`config.mk`:
```
export PLATFORM = sky130hd
export DESIGN_NAME = amicable_pair_check_core_flat
export DESIGN_NICKNAME = d
export VERILOG_FILES = /design/src/design/apc_pkg.sv /design/src/design/apc_if.sv /design/src/design/amicable_pair_check_core.sv /design/src/design/apc_lane.sv /design/src/flat_wrapper.sv
export SDC_FILE = /design/constraint.sdc
export NUM_CORES = 1
export LEC_CHECK = 0
export BUFFER_PORTS_ARGS = -buffer_cell sky130_fd_sc_hd__buf_2
export CORE_MARGIN = 2
export CORE_UTILIZATION = 25
export CTS_CLUSTER_DIAMETER = 40
export DETAILED_ROUTE_END_ITERATION = 12
export SYNTH_ARGS = -nofsm -noshare
export SYNTH_HDL_FRONTEND = slang
export SYNTH_SLANG_ARGS = --single-unit
```
`constraint.sdc`:
```
create_clock -name clk -period 9.35 [get_ports clk]
set_clock_uncertainty 0.1 [all_clocks]
set_input_delay 1.4025 -clock clk [delete_from_list [all_inputs] [get_ports clk]]
set_output_delay 1.4025 -clock clk [all_outputs]
set_load 0.01 [all_outputs]
```
`src/design/apc_pkg.sv`:
```
package apc_pkg;

  // default number of low input bits taken into account
  localparam int APC_NUMBER_WIDTH = 16;
  // width of each divisor sum on the result channel
  localparam int APC_SUM_OUT_WIDTH = 18;
  // guard bits of an internal divisor sum over the number width
  localparam int APC_SUM_GUARD = 3;

  typedef struct packed {
    logic start;
    logic take;
  } apc_lane_ctl_t;

  typedef struct packed {
    logic idle;
    logic done;
  } apc_lane_sts_t;

endpackage

```
`src/design/apc_if.sv`:
```
interface apc_in_if
  import apc_pkg::*;
#(
  parameter int NUMBER_WIDTH = APC_NUMBER_WIDTH
);
  logic                    valid;
  logic                    ready;
  logic [NUMBER_WIDTH-1:0] first_number;
  logic [NUMBER_WIDTH-1:0] second_number;

  modport source (output valid, output first_number, output second_number, input ready);
  modport sink (input valid, input first_number, input second_number, output ready);
endinterface

interface apc_out_if
  import apc_pkg::*;
();
  logic                         valid;
  logic                         ready;
  logic [APC_SUM_OUT_WIDTH-1:0] first_divisor_sum;
  logic [APC_SUM_OUT_WIDTH-1:0] second_divisor_sum;
  logic                         amicable;

  modport source (output valid, output first_divisor_sum, output second_divisor_sum,
                  output amicable, input ready);
  modport sink (input valid, input first_divisor_sum, input second_divisor_sum,
                input amicable, output ready);
endinterface

```
`src/design/amicable_pair_check_core.sv`:
```
// Amicable pair check: each input transfer carries two numbers; for each the
// block forms the aliquot sum (all divisors below the number) and returns both
// sums with a flag that is set when each sum equals the other number, so a
// perfect number paired with itself also sets the flag. Two lanes, one per
// number, run side by side; each lane walks trial divisors d = 2, 3, ... while
// d <= n/d and uses a bit-serial restoring divider followed by an accumulate
// step for each d; a number below 2 skips the divider with a zero sum.
// Results wait in an output register, so the next item is taken as soon as
// the lanes hand over their sums. Only the low NUMBER_WIDTH bits of each
// number count; the flag is decided on the full internal sums and each sum
// field carries the low 18 bits.
module amicable_pair_check_core
  import apc_pkg::*;
#(
  parameter int NUMBER_WIDTH = APC_NUMBER_WIDTH
) (
  input  logic          clk,
  input  logic          rst_n,
  apc_in_if.sink        in_if,
  apc_out_if.source     out_if
);

  localparam int SW = NUMBER_WIDTH + APC_SUM_GUARD;
  localparam int OW = APC_SUM_OUT_WIDTH;
  localparam int EW = (SW > OW) ? SW : OW;

  apc_lane_ctl_t lane_ctl;
  apc_lane_sts_t sts_a, sts_b;
  logic [SW-1:0] sum_a, sum_b;

  // operands kept for the pair compare at merge time
  logic [NUMBER_WIDTH-1:0] num_a_r, num_b_r;

  logic out_valid_r;
  logic [OW-1:0] out_sum_a_r, out_sum_b_r;
  logic out_amicable_r;

  logic in_xfer;
  logic merge;
  logic [EW-1:0] sum_a_ext, sum_b_ext;

  // input side: a new pair starts only when both lanes are free
  assign in_if.ready = sts_a.idle & sts_b.idle;
  assign in_xfer     = in_if.valid & in_if.ready;

  // merge once both lanes finished and the output register can take it
  assign merge = sts_a.done & sts_b.done & (~out_valid_r | out_if.ready);

  assign lane_ctl.start = in_xfer;
  assign lane_ctl.take  = merge;

  apc_lane #(.NUMBER_WIDTH(NUMBER_WIDTH)) u_lane_a (
    .clk    (clk),
    .rst_n  (rst_n),
    .ctl    (lane_ctl),
    .number (in_if.first_number),
    .sts    (sts_a),
    .sum    (sum_a)
  );

  apc_lane #(.NUMBER_WIDTH(NUMBER_WIDTH)) u_lane_b (
    .clk    (clk),
    .rst_n  (rst_n),
    .ctl    (lane_ctl),
    .number (in_if.second_number),
    .sts    (sts_b),
    .sum    (sum_b)
  );

  // sum fields carry the low bits of the full sums
  assign sum_a_ext = EW'(sum_a);
  assign sum_b_ext = EW'(sum_b);

  always_ff @(posedge clk) begin
    if (in_xfer) begin
      num_a_r <= in_if.first_number;
      num_b_r <= in_if.second_number;
    end
  end

  // output register: holds a result until its transfer
  always_ff @(posedge clk) begin
    if (!rst_n) begin
      out_valid_r <= 1'b0;
    end else if (merge) begin
      out_valid_r <= 1'b1;
    end else if (out_if.ready) begin
      out_valid_r <= 1'b0;
    end
    if (merge) begin
      out_sum_a_r    <= sum_a_ext[OW-1:0];
      out_sum_b_r    <= sum_b_ext[OW-1:0];
      // pair test on the unmasked sums
      out_amicable_r <= (sum_a == SW'(num_b_r)) && (sum_b == SW'(num_a_r));
    end
  end

  assign out_if.valid              = out_valid_r;
  assign out_if.first_divisor_sum  = out_sum_a_r;
  assign out_if.second_divisor_sum = out_sum_b_r;
  assign out_if.amicable           = out_amicable_r;

endmodule

```
`src/design/apc_lane.sv`:
```
module apc_lane
  import apc_pkg::*;
#(
  parameter int NUMBER_WIDTH = APC_NUMBER_WIDTH
) (
  input  logic                                  clk,
  input  logic                                  rst_n,
  input  apc_lane_ctl_t                         ctl,
  input  logic [NUMBER_WIDTH-1:0]               number,
  output apc_lane_sts_t                         sts,
  output logic [NUMBER_WIDTH+APC_SUM_GUARD-1:0] sum
);

  localparam int NW = NUMBER_WIDTH;
  localparam int SW = NUMBER_WIDTH + APC_SUM_GUARD;
  localparam int CW = $clog2(NUMBER_WIDTH);

  localparam logic [1:0] S_IDLE = 2'd0;
  localparam logic [1:0] S_DIV  = 2'd1;
  localparam logic [1:0] S_ACC  = 2'd2;
  localparam logic [1:0] S_DONE = 2'd3;

  logic [1:0]    state_r, state_nxt;
  logic [NW-1:0] n_r, n_nxt;
  logic [NW-1:0] d_r, d_nxt;
  logic [NW-1:0] rem_r, rem_nxt;
  logic [NW-1:0] quo_r, quo_nxt;
  logic [CW-1:0] cnt_r, cnt_nxt;
  logic [SW-1:0] total_r, total_nxt;

  // one restoring division step: remainder and quotient share the shift
  logic [NW:0] rem_shift;
  logic [NW:0] rem_sub;
  logic        fits;

  assign rem_shift = {rem_r, quo_r[NW-1]};
  assign rem_sub   = rem_shift - {1'b0, d_r};
  assign fits      = rem_shift >= {1'b0, d_r};

  always_comb begin
    state_nxt = state_r;
    n_nxt     = n_r;
    d_nxt     = d_r;
    rem_nxt   = rem_r;
    quo_nxt   = quo_r;
    cnt_nxt   = cnt_r;
    total_nxt = total_r;
    unique case (state_r)
      S_IDLE: begin
        if (ctl.start) begin
          n_nxt   = number;
          d_nxt   = NW'(2);
          rem_nxt = '0;
          quo_nxt = number;
          cnt_nxt = '0;
          if (number < NW'(2)) begin
            total_nxt = '0;
            state_nxt = S_DONE;
          end else begin
            total_nxt = SW'(1);
            state_nxt = S_DIV;
          end
        end
      end
      S_DIV: begin
        rem_nxt = fits ? rem_sub[NW-1:0] : rem_shift[NW-1:0];
        quo_nxt = {quo_r[NW-2:0], fits};
        cnt_nxt = cnt_r + CW'(1);
        if (cnt_r == CW'(NW - 1)) begin
          state_nxt = S_ACC;
        end
      end
      S_ACC: begin
        // d*d <= n holds exactly when d <= floor(n/d)
        if (d_r > quo_r) begin
          state_nxt = S_DONE;
        end else begin
          if (rem_r == '0) begin
            total_nxt = total_r + SW'(d_r) + ((quo_r != d_r) ? SW'(quo_r) : '0);
          end
          d_nxt     = d_r + NW'(1);
          rem_nxt   = '0;
          quo_nxt   = n_r;
          cnt_nxt   = '0;
          state_nxt = S_DIV;
        end
      end
      S_DONE: begin
        if (ctl.take) begin
          state_nxt = S_IDLE;
        end
      end
      default: state_nxt = S_IDLE;
    endcase
  end

  always_ff @(posedge clk) begin
    if (!rst_n) begin
      state_r <= S_IDLE;
    end else begin
      state_r <= state_nxt;
    end
    n_r     <= n_nxt;
    d_r     <= d_nxt;
    rem_r   <= rem_nxt;
    quo_r   <= quo_nxt;
    cnt_r   <= cnt_nxt;
    total_r <= total_nxt;
  end

  assign sts.idle = (state_r == S_IDLE);
  assign sts.done = (state_r == S_DONE);
  assign sum      = total_r;

endmodule

```
`src/flat_wrapper.sv`:
```
// flat-port wrapper written by rule: the top's interface ports become plain ports
module amicable_pair_check_core_flat import apc_pkg::*;
#(
  parameter int NUMBER_WIDTH = APC_NUMBER_WIDTH
)
  (clk, rst_n, in_if_valid, in_if_first_number, in_if_second_number, in_if_ready, out_if_valid, out_if_first_divisor_sum, out_if_second_divisor_sum, out_if_amicable, out_if_ready);
  apc_in_if #(.NUMBER_WIDTH(NUMBER_WIDTH)) in_if_i ();
  apc_out_if out_if_i ();
  input  logic clk;
  input  logic rst_n;
  input wire logic [$bits(in_if_i.valid)-1:0] in_if_valid;
  input wire logic [$bits(in_if_i.first_number)-1:0] in_if_first_number;
  input wire logic [$bits(in_if_i.second_number)-1:0] in_if_second_number;
  output wire logic [$bits(in_if_i.ready)-1:0] in_if_ready;
  output wire logic [$bits(out_if_i.valid)-1:0] out_if_valid;
  output wire logic [$bits(out_if_i.first_divisor_sum)-1:0] out_if_first_divisor_sum;
  output wire logic [$bits(out_if_i.second_divisor_sum)-1:0] out_if_second_divisor_sum;
  output wire logic [$bits(out_if_i.amicable)-1:0] out_if_amicable;
  input wire logic [$bits(out_if_i.ready)-1:0] out_if_ready;
  assign in_if_i.valid = in_if_valid;
  assign in_if_i.first_number = in_if_first_number;
  assign in_if_i.second_number = in_if_second_number;
  assign in_if_ready = in_if_i.ready;
  assign out_if_valid = out_if_i.valid;
  assign out_if_first_divisor_sum = out_if_i.first_divisor_sum;
  assign out_if_second_divisor_sum = out_if_i.second_divisor_sum;
  assign out_if_amicable = out_if_i.amicable;
  assign out_if_i.ready = out_if_ready;
  amicable_pair_check_core #(.NUMBER_WIDTH(NUMBER_WIDTH)) u_core (.clk(clk), .rst_n(rst_n), .in_if(in_if_i), .out_if(out_if_i));
endmodule
```
# Yosys cells after proc, flatten, opt, wreduce, memory -nomap -nowiden
# Cells that the tools add are included.
# word_totals
in_bits	36
reg_bits	248
ramBits	0
latch_bits	0
mem_count	0
elab_cells	132
out_inout_bits	39
rom_bits	0
# classes
div_mod_pow	0
shifts	0
eq_ne	22
n_reduce_logical	20
n_addsub	10
order_cmp	6
bitwise	6
muxes	48
mul	0
# ops
cell	n
two-way mux 16 bit	14
case mux 16 bit (3 select lines)	4
two-way mux 19 bit	6
adder 19 x 16 -> 19 bit	4
case mux 19 bit (2 select lines)	2
case mux 16 bit (2 select lines)	2
equality test 19 x 16 -> 1 bit	2
>= comparator 17 x 16 -> 1 bit	2
adder 16 x 1 -> 16 bit (second input constant)	2
greater-than comparator 16 bit	2
logical NOT 16 bit	2
less-than comparator 16 x 2 -> 1 bit (second input constant)	2
!= test 16 bit	2
subtractor 16 bit	2
case mux 4 bit (3 select lines)	2
!= test 2 bit (second input constant)	10
two-way mux 2 bit	9
AND reduction 3 bit	6
case mux 2 bit (4 select lines)	2
two-way mux 4 bit	3
adder 4 x 1 -> 4 bit (second input constant)	2
equality test 2 bit (second input constant)	4
equality test 4 bit (second input constant)	2
AND reduction 4 bit	2
other kinds (10)	22

# Depth between registers and ports, before layout
# Gate-level depths: netlist of the first run.
# depth
ltp_word	6
depth_mapped	20
depth_no_buf	18

# Cells and area by module
# Synthesis of the first run repeated with hierarchy kept, for this count alone.
# hier_totals
cells_unflattened	1385
area_unflattened_um2	15269.6
# by_module_without_submodules
mod	cells_per_inst	area_each_um2	instances
apc_lane at u_core.u_lane_b	654	6486.2	1
apc_lane at u_core.u_lane_a	609	6273.5	1
amicable_pair_check_core	122	2509.9	1

# Worst setup path before layout of the first run
# OpenSTA, ideal clock, no wires.
# synth_timing
kind	register to register
from	register u_core.u_lane_b.d_r[9]
to	register u_core.u_lane_b.cnt_r[0], enable pin
path_slack_ns	4.294
setup_ns	0.484
path_stages_with_launch	9
synth_period_minus_slack_ns	5.056
arrival_ns	4.472
required_ns	8.766
path_cell_list	edfxtp_1 ha_1 a21o_1 a21o_1 a211oi_1 o31ai_1 nor3_1 nor2_1 a211oi_1
# synth_between
elab_chain_cells	3
# synth_lines
item	line	text
start: declaration	apc_lane.sv:25	logic [NW-1:0] d_r, d_nxt;
start signal: assignment	apc_lane.sv:104	d_r <= d_nxt;
greater-than comparator 16 bit	apc_lane.sv:75	if (d_r > quo_r) begin
!= test 2 bit (no source line)	-	
AND reduction 3 bit (no source line)	-	
end signal: assignment	apc_lane.sv:107	cnt_r <= cnt_nxt;
end: declaration	apc_lane.sv:28	logic [CW-1:0] cnt_r, cnt_nxt;
# Every way passes these cells.
# A chain may end at the register's enable or synchronous reset.

# Worst setup path after layout of the first run
# layout_timing
from	register u_core.u_lane_a.d_r[13]
to	register u_core.u_lane_a.total_r[17], in the netlist u_core.u_lane_a.sum[17] (data pin)
# layout_between
elab_chain_cells	6
# layout_lines
item	line	text
start: declaration	apc_lane.sv:25	
start signal: assignment	apc_lane.sv:104	
parallel branches: the longest is 2 deep, another holds adder 19 x 16 -> 19 bit	-	
adder 19 x 16 -> 19 bit (*)	apc_lane.sv:79	total_nxt = total_r + SW'(d_r) + ((quo_r != d_r) ? SW'(quo_r) : '0);
two-way mux 19 bit (*)	apc_lane.sv:78	if (rem_r == '0) begin
two-way mux 19 bit (*)	apc_lane.sv:75	
case mux 19 bit (2 select lines) (*)	apc_lane.sv:48	unique case (state_r)
end signal: assignment	apc_lane.sv:108	total_r <= total_nxt;
end: declaration	apc_lane.sv:29	logic [SW-1:0] total_r, total_nxt;
# Every way passes the cells marked *. The select of a mux whose other input is x is not followed.

==> results.txt, run 1 <==
* Result of the run: completed
* Max-cap viol count: 0
* Number of buffers inserted during clock tree synthesis: 31
- Once detail routing completed, the nets flagged for antenna violations numbered 0.
- The initialized floorplan defines 90 standard-cell rows.
- Area of the die: 0.0630 mm^2
* Max-slew violation total from the final report: 0
- Leaving out fill and tap cells, the most frequent cell in the layout is sky130_fd_sc_hd__edfxtp_1.
- After synthesis, the largest area contributor takes up 47.8% of total cell area.
* Setup-failing EPs final: 0
* CTS tree: done
- After clock tree synthesis, the repair step resized 0 gates.
- Largest cells by area after synthesis: sky130_fd_sc_hd__edfxtp_1, sky130_fd_sc_hd__ha_1, sky130_fd_sc_hd__fa_1, sky130_fd_sc_hd__a21oi_1, sky130_fd_sc_hd__nor2_1
- In this run the vertical extent of the chip is 251 um.
- Clock-pin slew on the worst setup and hold paths: 60 ps
- Required time at the worst-slack endpoint: 9520 ps
- The floorplan step set the die width to 251 um.
- After synthesis the netlist holds a flip-flop and latch count of 248.
- The average instance in the mapped netlist occupies 10.8 um^2.
* Final critical-path required period: 4700 ps
- Synthesis produced a netlist whose cell count is 1419.
- Number of flops mapped to enable cells by yosys: 243
- Summing the areas of all and, or, nand and nor instances in the mapped netlist gives 13.9% of the synthesized area.
- The clock passes through at most 3 buffers.
- Initial core utilization: 25.3%
* # H-tree levels: 1
* Wire length of the first global-routing pass: 65.5 mm
- Hold buffer count at CTS: 0
* Fin nets: 1678
* Layout Area Growth over Synthesis: 15.2%
- Summed over all failing endpoints, the final setup total negative slack is 0 ps.
- The number of antenna violations at the first check in global routing was 9.
- Count of unique library cells instantiated by Yosys: 73
- Biggest fanout along the worst timing path: 18
- The core region is 0.0604 mm^2.
* Critical path launch point type: register
* HPWL reported at the end of detailed placement: 32.2 mm
* Syn_nets: 1599
- Global-route usage over all layers: 13.2%
- Setup crit end kind: register
- Category of the most critical setup path: register to register
- Fraction of final layout cells sized beyond drive strength 1: 10.6%
- The via count of the first global-routing pass came to 11174.
- The routed layout has 11475 vias.
* Cell taking the most area after synthesis: sky130_fd_sc_hd__edfxtp_1
- In the routed design, unresolved DRC markers number 0.
- Number of I/O port buffers: 74
- Routed len/inst: 18.3 um
* Yosys synthesis warning count: 0
- Worst hold-check path type: register to register
- Part of the cycle the worst path needs: 50.3%
- Summing the areas of all fa, ha and maj instances in the mapped netlist gives 13.6% of the synthesized area.
- The most used flip-flop cell after synthesis is sky130_fd_sc_hd__edfxtp_1.
- Highest achievable clock rate: 0.213 GHz
- At the end of routability-driven placement, the weighted congestion stood at 0.883.
- Share of the synthesized area in compound gates (AO/OA/AOI/OAI): 14.8%
- Total I/O pin count: 75
- For this run the aggregate overflow at the end of global routing stands at 0.
- Iteration count of the initial detailed-routing pass: 5
- Pin count of the biggest net entering global routing: 38
- The layout has 6166 filler cells.
* Synth async-reset ratio: 0%
- Setup repair after global routing left no endpoint under its margin.
* Clk_lat worst skew: 570 ps
* Xor and xnor fraction of the mapped netlist area: 5.17%
- Clock tree synthesis selected as its root buffer the cell sky130_fd_sc_hd__clkbuf_16.
- Top library cells by usage in the layout, fill and taps aside: sky130_fd_sc_hd__edfxtp_1, sky130_fd_sc_hd__nor2_1, sky130_fd_sc_hd__a21oi_1, sky130_fd_sc_hd__inv_1, sky130_fd_sc_hd__ha_1
* Drt initial violations: 928
* Via/cell ratio: 4.96
* Cell area after technology mapping: 0.0153 mm^2
- For this run, the register share of the synthesized area comes to 48.5%.
- STA puts the critical path data arrival time at 4870 ps.
* Slew HR: 24.6%
* Clock sink total: 248
- After synthesis, the largest family of logic cells by area is compound AO/OA/AOI/OAI gates.
- Once the clock tree was built, the setup fixing pass inserted 0 buffers.
- After detailed routing, the total wire length is 42.3 mm.
- The portion of synthesized area spent on multiplexers is 0.271%.
- The count of final hold-check violations is 0.
- Worst slew pin tran: 1130 ps
cell usage after synthesis (all sizes together), types with 4 or more instances:
cell and n:
nor2 140, buf 8, nand4 22, a21o 35, o21bai 5, inv 110
nor3 41, a21boi 4, xnor2 43, or2 5, clkbuf 31, and2 21
o22ai 5, a22oi 30, and3 18, a31oi 6, nand2b 8, dfxtp 5
or4 5, ha 108, nor3b 7, o31ai 8, o211ai 7, nor2b 15
or3 9, edfxtp 243, nor4 26, a211oi 27, a21oi 123, o21a 14
nand3 39, xor2 47, o21ai 56, fa 36, nand2 72
per-stage QoR:
stage | instances | util [%] | setup slack, ps | hold WS [ps] | cell area, um^2
after floorplan | 1419 | - | 4290 | 326 | 15300
final | 2312 | 29.1 | 4650 | 348 | 17600
after detailed placement | 2247 | 27.4 | 4650 | 339 | 16600
after CTS | 2304 | 29.1 | 4640 | 350 | 17600
after global placement | 2247 | 27.4 | 4770 | 343 | 16600
after global routing | 2307 | 29.1 | 4330 | 350 | 17600
worst max-delay path, cell delays in order, from the launching register on:
cell	delay [ps]
sky130_fd_sc_hd__edfxtp_1	510
sky130_fd_sc_hd__ha_1	330
sky130_fd_sc_hd__and3_1	170
sky130_fd_sc_hd__nand4_1	150
sky130_fd_sc_hd__or3_1	640
sky130_fd_sc_hd__and2_1	280
sky130_fd_sc_hd__fa_1	500
sky130_fd_sc_hd__inv_1	60
sky130_fd_sc_hd__fa_1	420
sky130_fd_sc_hd__nor2b_1	160
sky130_fd_sc_hd__o21ai_1	140
sky130_fd_sc_hd__a21boi_1	290
sky130_fd_sc_hd__o311ai_0	180
sky130_fd_sc_hd__a21oi_1	230
sky130_fd_sc_hd__o21ai_0	90
sky130_fd_sc_hd__nor3b_1	150
metal layers:
layer / global-route usage (%) / wire, um / up-vias / share of wire (%)
met3: 2.23 / 3170 / 67 / 7.5
met5: 0 / 52 / - / 0.12
li1: - / - / 5400 / -
met4: 3.59 / 909 / 8 / 2.1
met2: 20.8 / 18800 / 425 / 44
met1: 18.6 / 19400 / 5575 / 46
cell type report:
| cell class | count | area, um^2 | area share [%] |
|---|---|---|---|
| Multi-Input combinational cell | 1020 | 7310 | 41.6 |
| Inverter | 112 | 420 | 2.39 |
| Timing Repair Buffer | 85 | 453 | 2.58 |
| Tap cell | 782 | 978 | 5.57 |
| Clock inverter | 21 | 199 | 1.13 |
| Clock buffer | 36 | 795 | 4.52 |
| Antenna cell | 8 | 20.0 | 0.114 |
| Sequential cell | 248 | 7400 | 42.1 |
registers in the layout (all words and copies together), names as in the netlist, 18 cells and up:
signal,cells
u_core.out_if.first_divisor_sum,18
u_core.out_if.second_divisor_sum,18
u_core.u_lane_a.sum,19
u_core.u_lane_b.sum,19
logic make-up after synthesis:
| family | count (synthesis) |
|---|---|
| adders and majority gates | 144 |
| xor gates and xnor gates | 90 |
| AOI/OAI and AO/OA | 349 |
| and+or+nand+nor | 433 |
| DFF | 248 |
| buffers and inverters | 151 |
| muxes | 4 |
path summary, 6_finish.rpt:
path / start / end / slack, ps / cells after the start
max: u_core.u_lane_a.d_r[13] / u_core.u_lane_a.sum[17] / 4650 / 15
min: u_core.u_lane_a.sum[15] / u_core.out_if.first_divisor_sum[15] / 350 / 0
min reg2reg: u_core.u_lane_a.sum[15] / u_core.out_if.first_divisor_sum[15] / 350 / 0
max reg2reg: u_core.u_lane_a.d_r[13] / u_core.u_lane_a.sum[17] / 4650 / 15
Power of run 1 is not shown: default switching activity piles up to over one toggle a cycle in this logic, so the estimate is an artifact.
==> run 2: changes to the inputs <==
Settings changed: ABC_AREA set to 1.
Clock period 9.35 ns to 4.9 ns, I/O delays scaled along.
==> run 2 against run 1 <==
  * Sequential share of layout area is 3.0 points lower
  * Utilization grew 1.0 points
  * Largest cell class unchanged
  * Area after synthesis increased by 3.8%
  * Wire length up 10%
  * Cell count increased by 20%
  * Die area is 3.7% higher
  * Count of clock-buffer cells in the layout grew 16
==> results.txt, run 2 <==
- Result of the run: completed
- The number of max-slew violations in the final report came to 0 (unchanged).
- Hold buffer count at CTS: 0 (unchanged)
* Final-layout setup total negative slack: 0 ps (unchanged)
* Total I/O pin count: 75 (unchanged)
- In the post-synthesis netlist, the biggest area contributors are sky130_fd_sc_hd__edfxtp_1, sky130_fd_sc_hd__ha_1, sky130_fd_sc_hd__nand2_1, sky130_fd_sc_hd__inv_1, sky130_fd_sc_hd__a21oi_1.
- RSZ-0062 raised after global routing: no
- Among all flip-flop cells after synthesis, the most frequent one is sky130_fd_sc_hd__edfxtp_1.
* HPWL reported at the end of detailed placement: 35.6 mm (+11%)
- CP top delay family: adder cells
- Endpoint of the worst-slack reg-to-reg timing path: u_core.u_lane_b.sum[15]
- The largest incremental delay on the critical path came to 510 ps (-130 ps).
- The clock-pin slew on the worst setup and hold paths came to 50 ps (about the same).
- The worst-path maximum fanout was 12 (-6).
- Vias post-DR: 12945 (+13%)
- Hold Crit Depth: 1 (+1)
- Final critical-path required period: 4410 ps (-291 ps)
- Most numerous cell in the Yosys netlist: sky130_fd_sc_hd__nand2_1
* Placeable core region: 0.0629 mm^2 (+4.1%)
* Slew HR: 44.6% (+20 points)
- Xor and xnor fraction of the mapped netlist area: 1.44% (-3.7 points)
* Count of placed standard cells including taps: 2671 (+19%)
- In the layout the commonest cells are sky130_fd_sc_hd__nand2_1, sky130_fd_sc_hd__edfxtp_1, sky130_fd_sc_hd__inv_1, sky130_fd_sc_hd__nor2_1, sky130_fd_sc_hd__a21oi_1.
- The synthesis-stage register bit count was 248 (unchanged).
- The count of flip-flops with a built-in enable after synthesis came to 243 (unchanged).
- Proportion of synthesized area in mux cells: 0.0632% (-0.21 points)
- The fraction of final layout cells with drive strength greater than 1 was 11.2% (+0.58 points).
- The number of rows created at floorplan is 92 (+2.2%).
* Worst-path cell chain: ha_1 -> nand2_1 -> nor2_1 -> nand4_1 -> nor2_2 -> nor2_1 -> fa_1 -> ha_1 -> inv_1 -> fa_1 -> inv_1 -> nand2_1 -> o21ai_0 -> inv_1 -> o21bai_1 -> nand4_1 -> a21oi_1 -> nor2_1
* Cell taking the most area after synthesis: sky130_fd_sc_hd__edfxtp_1
- Part of the cycle the worst path needs: 90.1% (+40 points)
- Drt initial violations: 1017 (+9.6%)
- The total overflow reported by the global router was 0 (unchanged).
* Vertical die dimension: 256 um (+1.9%)
* Area of the die: 0.0654 mm^2 (+3.7%)
- Number of buffers inserted during clock tree synthesis: 50 (+61%)
- Pin count of the biggest net entering global routing: 45 (+18%)
* Critical-path top delay cell: sky130_fd_sc_hd__fa_1
- Count of antenna-violating nets left after detailed routing: 0 (unchanged)
* CTS tree: done
- Setup crit end kind: register
- The share of flip-flops with an asynchronous set or reset was 0% (unchanged).
- The critical path data arrival time came to 4650 ps (-220 ps).
- The maximum level of the CTS H-tree came to 2 (+1).
- Yosys synthesis warning count: 0 (unchanged)
- By area, the combinational part of the netlist is dominated by simple AND/OR/NAND/NOR gates.
* Cell area after technology mapping: 0.0158 mm^2 (+3.8%)
* Layout Area Growth over Synthesis: 19.6%
- Via/cell ratio: 4.68 (-5.8%)
- Initial core utilization: 25.2% (-0.081 points)
- Number of antenna violations at the first check in global routing: 18 (+9)
- The synthesized instance count came to 1770 (+25%).
* Fin nets: 2057 (+23%)
- The library cell used most frequently in the layout, excluding fill and tap cells, is sky130_fd_sc_hd__nand2_1.
* Min-Delay Endpoint: u_core.num_a_r[2]
- Share of the synthesized area in compound gates (AO/OA/AOI/OAI): 11.2% (-3.6 points)
- Clock root buffer: sky130_fd_sc_hd__clkbuf_16
- By count the netlist is led by sky130_fd_sc_hd__nand2_1, sky130_fd_sc_hd__edfxtp_1, sky130_fd_sc_hd__inv_1, sky130_fd_sc_hd__nor2_1, sky130_fd_sc_hd__a21oi_1.
- The die outline width was 256 um (+1.9%).
- In this run the most critical hold path is launched from in_if_first_number[2].
* Max-cap viol count: 0 (unchanged)
- Clock sink total: 248 (unchanged)
* Highest achievable clock rate: 0.227 GHz (+6.6%)
- The setup fix buffers added after clock tree synthesis is 0 (unchanged).
- Count of unique library cells instantiated by Yosys: 48 (-34%)
- The setup path with the least slack is of type register to register.
- The synthesized area per cell is 8.95 um^2 (-17%).
* Routed len/inst: 16.8 um (-8.0%)
- The count of final setup violators is 0 (unchanged).
- The total nets after synthesis was 1950 (+22%).
* Depth of the worst register-to-register path: 18 (+3)
- The sequential cell area fraction in the yosys report is 46.7% (-1.8 points).
* Area share of the leading cell type in the synthesized netlist: 46.1% (-1.7 points)
* Final std cells w/o fill: 2768 (+20%)
* Drt drc: 0 (unchanged)
* Total count of hold-check failures in the final report: 0 (unchanged)
* Worst slew pin tran: 830 ps (-298 ps)
- The deepest clock path buffer count came to 3 (unchanged).
* Placer Congestion: 0.906 (+2.6%)
- Worst path buffer plus inverter count: 3 (+2)
- The worst setup path is launched from a register.
- Global-route usage over all layers: 14.0% (+0.78 points)
- The via count of the first global-routing pass is 12584 (+13%).
* Synthesized-area fraction occupied by and/or/nand/nor cells: 20.3% (+6.4 points)
- Number of I/O port buffers: 74 (unchanged)
* Reg-to-reg slack, setup: 490 ps (-4160 ps)
- Required time at the worst-slack endpoint: 5130 ps (-4390 ps)
- CTS resizes: 0 (unchanged)
* Clk_lat worst skew: 600 ps (+30 ps)
* Iteration count of the initial detailed-routing pass: 5 (unchanged)
* Fraction of the mapped netlist area in adder cells: 13.1% (-0.50 points)
* Routed Wire Length: 46.6 mm (+10%)
- The startpoint identified for the worst register-to-register timing path is u_core.u_lane_b.d_r[7].
- Wire length of the first global-routing pass: 71.7 mm (+9.4%)
- Worst hold-check path type: input port to register
-- run 2: cell count changes in the layout (fill, tap and decap cells not counted), sizes merged, moves of 18 or more --
cell,previous run,this run
inv,122,251
nand3b,1,22
a21oi,123,177
clkinv,8,26
nand3,39,59
nor2,140,231
xor2,47,20
o21ai,56,76
a21o,35,8
nand2,72,365
and3,18,0
a211oi,27,3
xnor2,43,6
and2,21,0
-- run 2: layer usage --
layer	global-route usage [%]	up-vias	part of all wire, %
li1	-	6255	-
met1	17.8	6152	43
met2	22.5	410	46
met3	3.79	110	7.6
met4	5.41	18	3.3
met5	0	-	0.20
-- run 2: cell type report --
class | instances | area [um^2]
antenna | 6 | 15.0
clock buffer | 52 | 1260
clock inverter | 39 | 468
fill | 6658 | 43900
inverter | 250 | 938
multi-input combinational | 1240 | 7330
sequential | 248 | 7400
tap | 846 | 1060
timing repair buffer | 87 | 468
-- run 2: cells by family after synthesis --
kind of cell    after synthesis
mux                           1
xor+xnor                     26
fa+ha+maj                   144
buf+inv                     282
compound gates              319
flops                       248
simple gates                750
-- run 2: metrics by stage --
stage                     utilization [%]  worst slack (ps)  hold WS (ps)  instance area, um^2
after floorplan                         -              1030           326                15800
after global placement               27.4               628           410                17200
after detailed placement             27.4               505           418                17200
after CTS                            30.1               498           226                18900
after global routing                 30.1              89.0           231                18900
final                                30.1               486           261                18900
-- run 2: how the worst max path moves through the flow --
| stage | to | slack, ps | cells past startpoint | from |
|---|---|---|---|---|
| 2_1_floorplan | u_core.u_lane_b.cnt_r[0] | 1030 | 10 | u_core.u_lane_b.state_r[0] |
| 6_report | u_core.u_lane_b.sum[15] | 490 | 18 | u_core.u_lane_b.d_r[7] |
| 3_5_place_dp | u_core.u_lane_b.sum[15] | 510 | 18 | u_core.u_lane_b.d_r[13] |
| 3_3_place_gp | u_core.u_lane_b.sum[15] | 630 | 18 | u_core.u_lane_b.d_r[7] |
| 5_1_grt | u_core.u_lane_b.sum[15] | 90 | 18 | u_core.u_lane_b.d_r[13] |
| 4_1_cts | u_core.u_lane_b.sum[15] | 500 | 18 | u_core.u_lane_b.d_r[13] |
-- run 2: worst register-to-register path, delay by kind of cell (launching register included) --
family | cells | cell delay [ps]
AOI/OAI and AO/OA | 3 | 680
adders and majority gates | 4 | 1440
buffers and inverters | 3 | 280
DFF | 1 | 490
and+or+nand+nor | 8 | 1170
Power of run 2 is left out for the same reason.
